<file path="config.mk">
export PLATFORM = sky130hd
export DESIGN_NAME = biquad_iir_direct_form_two
export DESIGN_NICKNAME = d
export VERILOG_FILES = /design/src/rtl/bq_pkg.sv /design/src/rtl/bq_mulrnd.sv /design/src/rtl/biquad_iir_direct_form_two.sv
export SDC_FILE = /design/constraint.sdc
export NUM_CORES = 2
export LEC_CHECK = 0
export BUFFER_PORTS_ARGS = -buffer_cell sky130_fd_sc_hd__buf_2
export CAP_MARGIN = 20
export CORE_ASPECT_RATIO = 2
export CORE_UTILIZATION = 30
export CTS_CLUSTER_DIAMETER = 50
export CTS_CLUSTER_SIZE = 20
export DETAILED_ROUTE_END_ITERATION = 7
export HOLD_SLACK_MARGIN = 0.06
export PLACE_DENSITY = 0.45
export SETUP_SLACK_MARGIN = 0.05
export SLEW_MARGIN = 0
export SYNTH_ARGS = -nofsm -noshare
export SYNTH_HDL_FRONTEND = slang
export SYNTH_SLANG_ARGS = --single-unit
</file>
<file path="constraint.sdc">
create_clock -name clk -period 11.5 [get_ports clk]
set_input_delay 1.725 -clock clk [delete_from_list [all_inputs] [get_ports clk]]
set_output_delay 1.725 -clock clk [all_outputs]
set_load 0.05 [all_outputs]
</file>
<file path="src/rtl/bq_pkg.sv">
// ----------------------------------------------------------------------------
// bq_pkg
// Shared types, constants and helpers of the biquad IIR section.
// ----------------------------------------------------------------------------
`default_nettype none

package bq_pkg;

  localparam int COEF_WIDTH_DEF  = 18;
  localparam int STATE_WIDTH_DEF = 32;

  localparam int IN_W      = 16;
  localparam int OUT_W     = 16;
  localparam int REG_IDX_W = 3;
  localparam int COEF_FRAC = 14;
  localparam int IN_FRAC   = 8;
  localparam int SPAN_W    = 49;
  localparam int SPLIT     = 24;
  localparam int OPND_W    = SPAN_W - SPLIT;
  localparam int TOP_SHIFT = SPLIT - COEF_FRAC;
  localparam int WIDE_W    = 64;
  localparam int MRES_W    = 62;

  localparam int GAIN_RST   = 4069;
  localparam int NUM_B0_RST = 16384;
  localparam int NUM_B1_RST = 32768;
  localparam int NUM_B2_RST = 16384;
  localparam int DEN_A1_RST = -3018;
  localparam int DEN_A2_RST = 2909;

  localparam logic signed [WIDE_W-1:0] LIM_PART = 64'sh0004_0000_0000_0000;
  localparam logic signed [WIDE_W-1:0] LIM_MUL  = 64'sh1000_0000_0000_0000;
  localparam logic signed [WIDE_W-1:0] LIM_ACC  = 64'sh0000_8000_0000_0000;

  typedef enum logic [REG_IDX_W-1:0] {
    REG_GAIN,
    REG_NUM_B0,
    REG_NUM_B1,
    REG_NUM_B2,
    REG_DEN_A1,
    REG_DEN_A2
  } reg_idx_t;

  typedef enum logic [2:0] {
    OP_A1,
    OP_A2,
    OP_B1,
    OP_B2,
    OP_B0,
    OP_GAIN
  } op_t;

  typedef enum logic [2:0] {
    S_IDLE,
    S_LO,
    S_HI,
    S_SUM,
    S_ACC,
    S_OUT
  } state_t;

  typedef struct packed {
    logic ld_lo;
    logic ld_hi;
    logic ld_sum;
  } mul_ctl_t;

  function automatic logic signed [WIDE_W-1:0] clamp_wide(
    input logic signed [WIDE_W-1:0] v,
    input logic signed [WIDE_W-1:0] lim
  );
    logic signed [WIDE_W-1:0] r;
    if (v < -lim) begin
      r = -lim;
    end else if (v > lim) begin
      r = lim;
    end else begin
      r = v;
    end
    return r;
  endfunction

endpackage

`default_nettype wire

</file>
<file path="src/rtl/bq_mulrnd.sv">
// ----------------------------------------------------------------------------
// bq_mulrnd
// Shared multiply-and-round unit: coef * span / 2^14, rounded, in two
// half-width products (low 24 bits of span, then the high part).
// ----------------------------------------------------------------------------
`default_nettype none

module bq_mulrnd import bq_pkg::*; #(
  parameter int COEF_WIDTH = COEF_WIDTH_DEF
) (
  input  wire                            clk,
  input  wire mul_ctl_t                  ctl,
  input  wire logic signed [COEF_WIDTH-1:0] coef,
  input  wire logic signed [SPAN_W-1:0]  span,
  output logic signed [MRES_W-1:0]       mres
);

  localparam int PROD_W = COEF_WIDTH + OPND_W;
  localparam int LOW_W  = PROD_W - COEF_FRAC;
  localparam logic signed [PROD_W-1:0] RND_HALF = PROD_W'(1 << (COEF_FRAC - 1));

  logic signed [OPND_W-1:0] opnd;
  logic signed [PROD_W-1:0] prod;
  logic signed [PROD_W-1:0] rnd_sum;
  logic signed [LOW_W-1:0]  lowr;
  logic signed [WIDE_W-1:0] top;
  logic signed [WIDE_W-1:0] total;

  assign opnd    = ctl.ld_hi ? $signed(span[SPAN_W-1:SPLIT])
                             : $signed({1'b0, span[SPLIT-1:0]});
  assign rnd_sum = prod + RND_HALF;
  assign top     = clamp_wide(WIDE_W'(prod), LIM_PART) <<< TOP_SHIFT;
  assign total   = top + WIDE_W'(lowr);

  always_ff @(posedge clk) begin
    if (ctl.ld_lo || ctl.ld_hi) begin
      prod <= coef * opnd;
    end
    if (ctl.ld_hi) begin
      lowr <= $signed(rnd_sum[PROD_W-1:COEF_FRAC]);
    end
    if (ctl.ld_sum) begin
      mres <= MRES_W'(clamp_wide(total, LIM_MUL));
    end
  end

endmodule

`default_nettype wire

</file>
<file path="src/rtl/biquad_iir_direct_form_two.sv">
// ----------------------------------------------------------------------------
// biquad_iir_direct_form_two
// Second-order IIR section, direct form II, fixed point, one shared multiplier.
// ----------------------------------------------------------------------------
// A sample is taken in the idle state. The block is then busy (src_stall high)
// until the result is loaded into the output register, and takes no new
// input in that time. The single shared multiplier works the six
// coefficient products one after another, each formed as two half-width
// products (low, high) and a sum state that adds the rounded parts; a state to
// clamp the numerator sum comes before the gain product, and an output state
// rounds and loads the output register. A finished sample waits in the output register while
// the next input is taken. Coefficients are signed Q3.14. The user must write them
// only while the block is idle; the block itself does not enforce it. cfg_ready is always high.
`default_nettype none

module biquad_iir_direct_form_two import bq_pkg::*; #(
  parameter int COEF_WIDTH  = COEF_WIDTH_DEF,
  parameter int STATE_WIDTH = STATE_WIDTH_DEF
) (
  input  wire                             clk,
  input  wire                             rst,
  input  wire                             src_valid,
  output logic                            src_stall,
  input  wire logic signed [IN_W-1:0]     sample_in,
  output logic                            dst_valid,
  input  wire                             dst_stall,
  output logic signed [OUT_W-1:0]         sample_out,
  input  wire                             cfg_valid,
  output logic                            cfg_ready,
  input  wire logic [REG_IDX_W-1:0]       cfg_index,
  input  wire logic [COEF_WIDTH-1:0]      cfg_data
);

  localparam logic signed [WIDE_W-1:0] ST_MAX =
    {{(WIDE_W-STATE_WIDTH+1){1'b0}}, {(STATE_WIDTH-1){1'b1}}};
  localparam logic signed [WIDE_W-1:0] ST_MIN  = ~ST_MAX;
  localparam logic signed [WIDE_W-1:0] OUT_MAX = WIDE_W'((1 << (OUT_W - 1)) - 1);
  localparam logic signed [WIDE_W-1:0] OUT_MIN = ~OUT_MAX;
  localparam logic signed [WIDE_W-1:0] OUT_RND = WIDE_W'(1 << (IN_FRAC - 1));

  state_t state, state_next;
  op_t    op;

  logic signed [COEF_WIDTH-1:0] gain, num_b0, num_b1, num_b2, den_a1, den_a2;
  logic signed [IN_W-1:0]         x_reg;
  logic signed [STATE_WIDTH-1:0]  d1, d2, w0;
  logic signed [WIDE_W-1:0]       accw, accn;
  logic signed [SPAN_W-1:0]       acc_op;

  mul_ctl_t                    mctl;
  logic signed [COEF_WIDTH-1:0] coef;
  logic signed [SPAN_W-1:0]    span;
  logic signed [MRES_W-1:0]    mres;
  logic signed [WIDE_W-1:0]    mres_w;
  logic signed [WIDE_W-1:0]    w0_sat;
  logic signed [WIDE_W-1:0]    y_shift;
  logic signed [WIDE_W-1:0]    y_sat;
  logic                        in_take;
  logic                        out_load;

  assign cfg_ready = 1'b1;
  assign mres_w    = WIDE_W'(mres);
  assign w0_sat    = (accw > ST_MAX) ? ST_MAX : ((accw < ST_MIN) ? ST_MIN : accw);
  assign y_shift   = (mres_w + OUT_RND) >>> IN_FRAC;
  assign y_sat     = (y_shift > OUT_MAX) ? OUT_MAX
                   : ((y_shift < OUT_MIN) ? OUT_MIN : y_shift);

  // configuration registers
  always_ff @(posedge clk) begin
    if (rst) begin
      gain   <= COEF_WIDTH'(GAIN_RST);
      num_b0 <= COEF_WIDTH'(NUM_B0_RST);
      num_b1 <= COEF_WIDTH'(NUM_B1_RST);
      num_b2 <= COEF_WIDTH'(NUM_B2_RST);
      den_a1 <= COEF_WIDTH'(DEN_A1_RST);
      den_a2 <= COEF_WIDTH'(DEN_A2_RST);
    end else if (cfg_valid && cfg_ready) begin
      unique case (reg_idx_t'(cfg_index))
        REG_GAIN:   gain   <= $signed(cfg_data);
        REG_NUM_B0: num_b0 <= $signed(cfg_data);
        REG_NUM_B1: num_b1 <= $signed(cfg_data);
        REG_NUM_B2: num_b2 <= $signed(cfg_data);
        REG_DEN_A1: den_a1 <= $signed(cfg_data);
        REG_DEN_A2: den_a2 <= $signed(cfg_data);
        default: ;
      endcase
    end
  end

  // next state
  always_comb begin
    state_next = state;
    unique case (state)
      S_IDLE: if (src_valid) state_next = S_LO;
      S_LO:   state_next = S_HI;
      S_HI:   state_next = S_SUM;
      S_SUM: begin
        if (op == OP_B0) begin
          state_next = S_ACC;
        end else if (op == OP_GAIN) begin
          state_next = S_OUT;
        end else begin
          state_next = S_LO;
        end
      end
      S_ACC:  state_next = S_LO;
      S_OUT:  if (!dst_valid || !dst_stall) state_next = S_IDLE;
      default: state_next = S_IDLE;
    endcase
  end

  // outputs of the sequencer
  always_comb begin
    mctl      = '0;
    src_stall = 1'b1;
    in_take   = 1'b0;
    out_load  = 1'b0;
    unique case (state)
      S_IDLE: begin
        src_stall = 1'b0;
        in_take   = src_valid;
      end
      S_LO:   mctl.ld_lo  = 1'b1;
      S_HI:   mctl.ld_hi  = 1'b1;
      S_SUM:  mctl.ld_sum = 1'b1;
      S_ACC: ;
      S_OUT:  out_load = !dst_valid || !dst_stall;
      default: ;
    endcase
  end

  // operand select for the shared unit
  always_comb begin
    unique case (op)
      OP_A1: begin
        coef = den_a1;
        span = SPAN_W'(d1);
      end
      OP_A2: begin
        coef = den_a2;
        span = SPAN_W'(d2);
      end
      OP_B1: begin
        coef = num_b1;
        span = SPAN_W'(d1);
      end
      OP_B2: begin
        coef = num_b2;
        span = SPAN_W'(d2);
      end
      OP_B0: begin
        coef = num_b0;
        span = SPAN_W'(w0);
      end
      default: begin
        coef = gain;
        span = acc_op;
      end
    endcase
  end

  bq_mulrnd #(
    .COEF_WIDTH (COEF_WIDTH)
  ) u_mulrnd (
    .clk  (clk),
    .ctl  (mctl),
    .coef (coef),
    .span (span),
    .mres (mres)
  );

  // control registers
  always_ff @(posedge clk) begin
    if (rst) begin
      state     <= S_IDLE;
      op        <= OP_A1;
      dst_valid <= 1'b0;
      d1        <= '0;
      d2        <= '0;
    end else begin
      state <= state_next;
      if (in_take) begin
        op <= OP_A1;
      end else if (state == S_SUM && op != OP_B0 && op != OP_GAIN) begin
        op <= op_t'(op + 3'd1);
      end else if (state == S_ACC) begin
        op <= OP_GAIN;
      end
      if (out_load) begin
        dst_valid <= 1'b1;
        d2        <= d1;
        d1        <= w0;
      end else if (!dst_stall) begin
        dst_valid <= 1'b0;
      end
    end
  end

  // datapath registers; a product is folded in during the low-half cycle of
  // the next one, the b0 product in S_ACC and the gain product in S_OUT
  always_ff @(posedge clk) begin
    if (in_take) begin
      x_reg <= sample_in;
    end
    if (state == S_LO) begin
      unique case (op)
        OP_A2: accw <= (WIDE_W'(x_reg) <<< IN_FRAC) - mres_w;
        OP_B1: accw <= accw - mres_w;
        OP_B2: begin
          w0   <= STATE_WIDTH'(w0_sat);
          accn <= mres_w;
        end
        OP_B0: accn <= accn + mres_w;
        default: ;
      endcase
    end
    if (state == S_ACC) begin
      acc_op <= SPAN_W'(clamp_wide(accn + mres_w, LIM_ACC));
    end
    if (out_load) begin
      sample_out <= OUT_W'(y_sat);
    end
  end

endmodule

`default_nettype wire

</file>
Word level (Yosys, flattened, before mapping) --
Index checks and enable logic that the tools add are counted.
Operators by class: magnitude comparators 10, multiply operators 1, mux-type cells 26, add/sub/neg operators 7, equality and inequality tests 20, reduce and logical (&&, ||, !) cells 27
Operators with widths (count):
- 64-bit one-hot mux with 2 select lines | 2
- 49-bit one-hot mux with 3 select lines | 1
- 54-bit 2-to-1 mux | 2
- 18-bit one-hot mux with 5 select lines | 1
- 64-bit by 29-bit adder with 64-bit output | 1
- 64-bit by 62-bit adder with 64-bit output | 1
- 64-bit by 32-bit > comparator with 1-bit output (second input constant) | 1
- 64-bit by 49-bit > comparator with 1-bit output (second input constant) | 1
- 64-bit by 62-bit > comparator with 1-bit output (second input constant) | 1
- 64-bit by 32-bit < comparator with 1-bit output (second input constant) | 1
- 64-bit by 48-bit < comparator with 1-bit output (second input constant) | 1
- 64-bit by 61-bit < comparator with 1-bit output (second input constant) | 1
- 64-bit by 62-bit subtractor with 64-bit output | 1
- 62-bit by 9-bit adder with 63-bit output (second input constant) | 1
- 24-bit by 62-bit subtractor with 63-bit output | 1
- 62-bit 2-to-1 mux | 1
- 55-bit by 16-bit > comparator with 1-bit output (second input constant) | 1
- 55-bit by 16-bit < comparator with 1-bit output (second input constant) | 1
- 43-bit by 52-bit > comparator with 1-bit output (second input constant) | 1
- 43-bit by 51-bit < comparator with 1-bit output (second input constant) | 1
- 49-bit 2-to-1 mux | 1
- 43-bit by 15-bit adder with 43-bit output (second input constant) | 1
- 18-bit by 25-bit multiplier with 43-bit output | 1
- 32-bit 2-to-1 mux | 1
- other kinds (19) | 65
Storage, ports and cells: word-level logic and storage cells 113, input bits 42, output and inout bits 19, bits in registers 554

Logic depth before layout (Yosys ltp) --
depth after elaboration 6, depth in mapped cells 38, depth with buffers taken out 35

By module --
A second synthesis with hierarchy kept.
Unflattened totals: cell total of the unflattened synthesis 6125, area total of the unflattened synthesis 53548.9 um^2
Modules (own cells, without submodules):
- biquad_iir_direct_form_two | area an instance 29853.6 um^2, times used 1, cells each 3615
- bq_mulrnd | area an instance 23695.2 um^2, times used 1, cells each 2510

Worst setup path before layout --
Ideal clock, no wire load.
kind register to register, start register state[1], end register u_mulrnd.prod[41], data pin, cell stages (with the launch flop) 33, data required time 11.238 ns, path slack 2.029 ns, library setup time 0.262 ns, data arrival time 9.209 ns, cell sequence dfxtp_1 > clkbuf_1 > nor2b_1 > nand2b_1 > clkbuf_1 > inv_1 > clkbuf_1 > buf_1 > clkbuf_1 > o221ai_1 > nand2_1 > fa_1 > inv_1 > fa_1 > fa_1 > fa_1 > fa_1 > inv_1 > fa_1 > inv_1 > ha_1 > a21o_1 > a21o_1 > a21o_1 > a221o_1 > a211o_1 > o31ai_1 > nor2_1 > or4_1 > nand2_1 > nor2_1 > o31ai_1 > xnor2_1
Between the ends: cells in the longest elaborated chain, start to end 4
RTL lines:
- from (decl) | RTL line biquad_iir_direct_form_two.sv:41 | state_t state, state_next;
- from (signal assigned) | RTL line biquad_iir_direct_form_two.sv:181 | state <= state_next;
- 3-bit by 2-bit == test with 1-bit output | RTL line biquad_iir_direct_form_two.sv:118 | unique case (state)
- 1-bit 2-to-1 mux | RTL line biquad_iir_direct_form_two.sv:118
- 25-bit 2-to-1 mux | RTL line bq_mulrnd.sv:29 | assign opnd = ctl.ld_hi ? $signed(span[SPAN_W-1:SPLIT])
- 18-bit by 25-bit multiplier with 43-bit output | RTL line bq_mulrnd.sv:37 | prod <= coef * opnd;
- to (signal assigned) | RTL line bq_mulrnd.sv:37
- to (decl) | RTL line bq_mulrnd.sv:23 | logic signed [PROD_W-1:0] prod;
Every way passes these cells. A chain may end at the register's enable or synchronous reset.

Worst setup path in the final report --
start register op[0], end register u_mulrnd.prod[41], data pin
Between the ends: cells in the longest elaborated chain, start to end 5, elaborated cells on any way between the ends 11, classes of those cells mul (1); eq/ne (4); mux (3); reduce/logical (3)
RTL lines:
- from (decl) | RTL line biquad_iir_direct_form_two.sv:42 | op_t op;
- from (signal assigned) | RTL line biquad_iir_direct_form_two.sv:185 | op <= op_t'(op + 3'd1);
- 3-bit by 2-bit == test with 1-bit output (tied with other cells) | RTL line biquad_iir_direct_form_two.sv:134 | unique case (op)
- 2-bit OR reduction (no source line)
- 49-bit one-hot mux with 3 select lines | RTL line biquad_iir_direct_form_two.sv:134
- 25-bit 2-to-1 mux | RTL line bq_mulrnd.sv:29
- 18-bit by 25-bit multiplier with 43-bit output * | RTL line bq_mulrnd.sv:37
Mark *: on every way between the ends. The rest lies on a longest branch, timed or not.

==> results.md <==
- Status: finished clean
- Worst Slack Setup Final: 1.35 ns
- Distinct cells, synth: 98
- Most numerous cell in the Yosys netlist: nand2_1
- Peak VDD IR: 0.215 mV
- Multi-input gate area: 0.0344 sq mm
- RSZ-0062 raised after global routing: false
- Routed Antenna Nets: 0
- Max-cap viol count: 0
- CP max FO: 28
- Startpoint types: register
- Post-synth top cells: nand2_1 (1057), inv_1 (688), a21oi_1 (526), fa_1 (444), nor2_1 (411)
- Req. time, crit path: 11.94 ns
- Finished Cell Area: 0.0583 sq mm
- Total power divided by cell area: 203 mW/mm^2
- Cell taking the most area after synthesis: edfxtp_1
- Top-area cell type share of the netlist area: 0.213
- Worst hold path type: reg2reg
- Hold path cells: 2
- Sum Neg Setup Slack: 0 ns
- Placed cells: 8344
- Most used cell, CP: fa_1
- WL/cell: 26.7 um
- Critical path's slowest cell: fa_1
- Final critical-path share of the clock period: 0.882
- Worst hold start: den_a2[16]
- WS Path Type: reg2reg
- Worst skew pair latency: 0.71 ns
- Worst Setup EP: u_mulrnd.prod[41]
- CP max stage delay: 0.60 ns
- Reg2Reg Depth: 30
- 1st-pass router iterations: 7
- Ys flop type: edfxtp_1
- Worst R2R Start: op[0]
- Initial Util: 0.302
- Layout net count: 6929
- TritonCTS Sinks: 554
- Post-synthesis cell count: 6119
- Die ar.: 0.178 sq mm
- Post-CTS Resized: 0
- Vias after detailed routing: 45200
- Share of layout cells above drive strength 1: 0.0684
- Clock buffer count from CTS: 58
- Initial antenna violation count: 3
- Area Growth Syn to Fin: 10.3%
- Clock Root Buffer: clkbuf_16
- Core area: 0.175 sq mm
- Detail Placement HPWL: 186 mm
- Worst Tran Pin Value: 1.10 ns
- Fmax: 98.6 MHz
- Io pins: 61
- # DRC: 0
- DRT Wirelength: 225 mm
- IO buf count: 59
- Register area: 0.0148 sq mm
- Die Ht: 596 um
- Gr usage total: 0.251
- Setup crit start: op[0]
- Via density: 5.35
- Placer Congestion: 0.958
- Worst-path clk slew: 0.08 ns
- Post CTS Setup Buffer Count: 0
- Rel. slew slack: 0.265
- First-pass GRT wire length: 321 mm
- Crit path capture type: register
- Leakage: 24.2 nW
- Syn Area/Cell: 8.64 sq um
- R2r endpoint: u_mulrnd.prod[41]
- Grt ovf: 0
- Tmin final: 10.15 ns
- Post-synth net total: 6943
- CTS Buffer Depth: 3
- CTS Hold Buffers Added: 0
- Dpl ws: 1.40 ns
- Final setup viols: 0
- Arr. time, crit path: 10.59 ns
- Synth Register Bits: 554
- Clock Skew: 0.0336 ns
- Die width: 299 um
- Max Slew Vio Count: 0
- Final cell count without fillers: 8455
- Placed Area: 0.0561 sq mm
- Largest net degree at the start of global routing: 99
- CTS tree: built
- Synth area leaders: edfxtp_1 (21%), fa_1 (17%), ha_1 (8.0%)
- Iteration-0 DRC Markers: 2894
- Vias in the first global route: 47300
- Synth Cell Area: 0.0528 sq mm
- Number of warnings issued by yosys: 0
- Post-synth ARST share: 0
- Fillers: 18500
- Register area share after synthesis: 0.281
- # rows: 217
- Biggest regs: accn x64, accw x64, u_mulrnd.mres x62
- R2R setup slack: 1.35 ns
- H-tree Lvls: 2
- Fin. Hold Viols: 0
- Post-synth EDFFs: 375
-- placed cells by master, fill, tap and decap left out, drive strengths merged, types with 179 or more instances in the layout --
master  count
a21oi     535
buf       202
dfxtp     179
edfxtp    375
fa        444
ha        338
inv       711
nand2    1057
nor2      411
o21ai     268
xnor2     205
-- per-layer routing --
metal,track usage,vias to the layer above,wire length [um]
li1,-,20900,-
met1,0.204,22400,64700
met2,0.504,1279,128000
met3,0.0230,635,6690
met4,0.246,4,26300
met5,0,-,28
-- cell families after synthesis --
group	after synthesis	share of synthesized area
compound gates	1394	0.168
xor+xnor	306	0.0507
fa+ha+maj	782	0.248
buf+inv	964	0.0700
flops	554	0.281
mux	25	0.00481
other cells	1	0.0000710
simple gates	2093	0.178
-- power breakdown --
group          internal [mW]  leakage [nW]  total, mW  switching [mW]
registers               2.57          4.80       2.85           0.279
logic                   2.58          18.3       6.83            4.25
clock network           1.06          1.03       2.13            1.07
-- worst min-delay path by stage --
stage / end / slack [ns]
2_1_floorplan: gain[15] / 0.44
3_3_place_gp: d2[7] / 0.44
3_5_place_dp: num_b0[7] / 0.45
4_1_cts: num_b0[6] / 0.46
5_1_grt: d2[17] / 0.47
6_report: den_a2[16] / 0.46
-- critical path: cells and delay by family (launching register included) --
family	cells	cell delay (ns)
xor gates and xnor gates	1	0.10
AOI/OAI and AO/OA	6	2.31
DFF	1	0.41
buffers and inverters	6	0.90
adders and majority gates	8	3.68
and+or+nand+nor	9	2.45
-- metrics by stage --
step | utilization | hold slack, ns | power, mW
finish | 0.333 | 0.458 | 11.8
CTS | 0.333 | 0.459 | 11.9
global route | 0.333 | 0.470 | 12.6
global placement | 0.321 | 0.441 | 9.76
floorplan | - | 0.436 | 7.38
detailed placement | 0.321 | 0.448 | 9.74
-- area by class of cell --
type	instances	area share
Clock buffer	62	0.0259
Timing Repair Buffer	202	0.0236
Sequential cell	554	0.255
Multi-Input combinational cell	4601	0.591
Antenna cell	2	0.0000859
Tap cell	2299	0.0494
Clock inverter	47	0.0106
Inverter	688	0.0443
(Power assumes the default switching activity.)
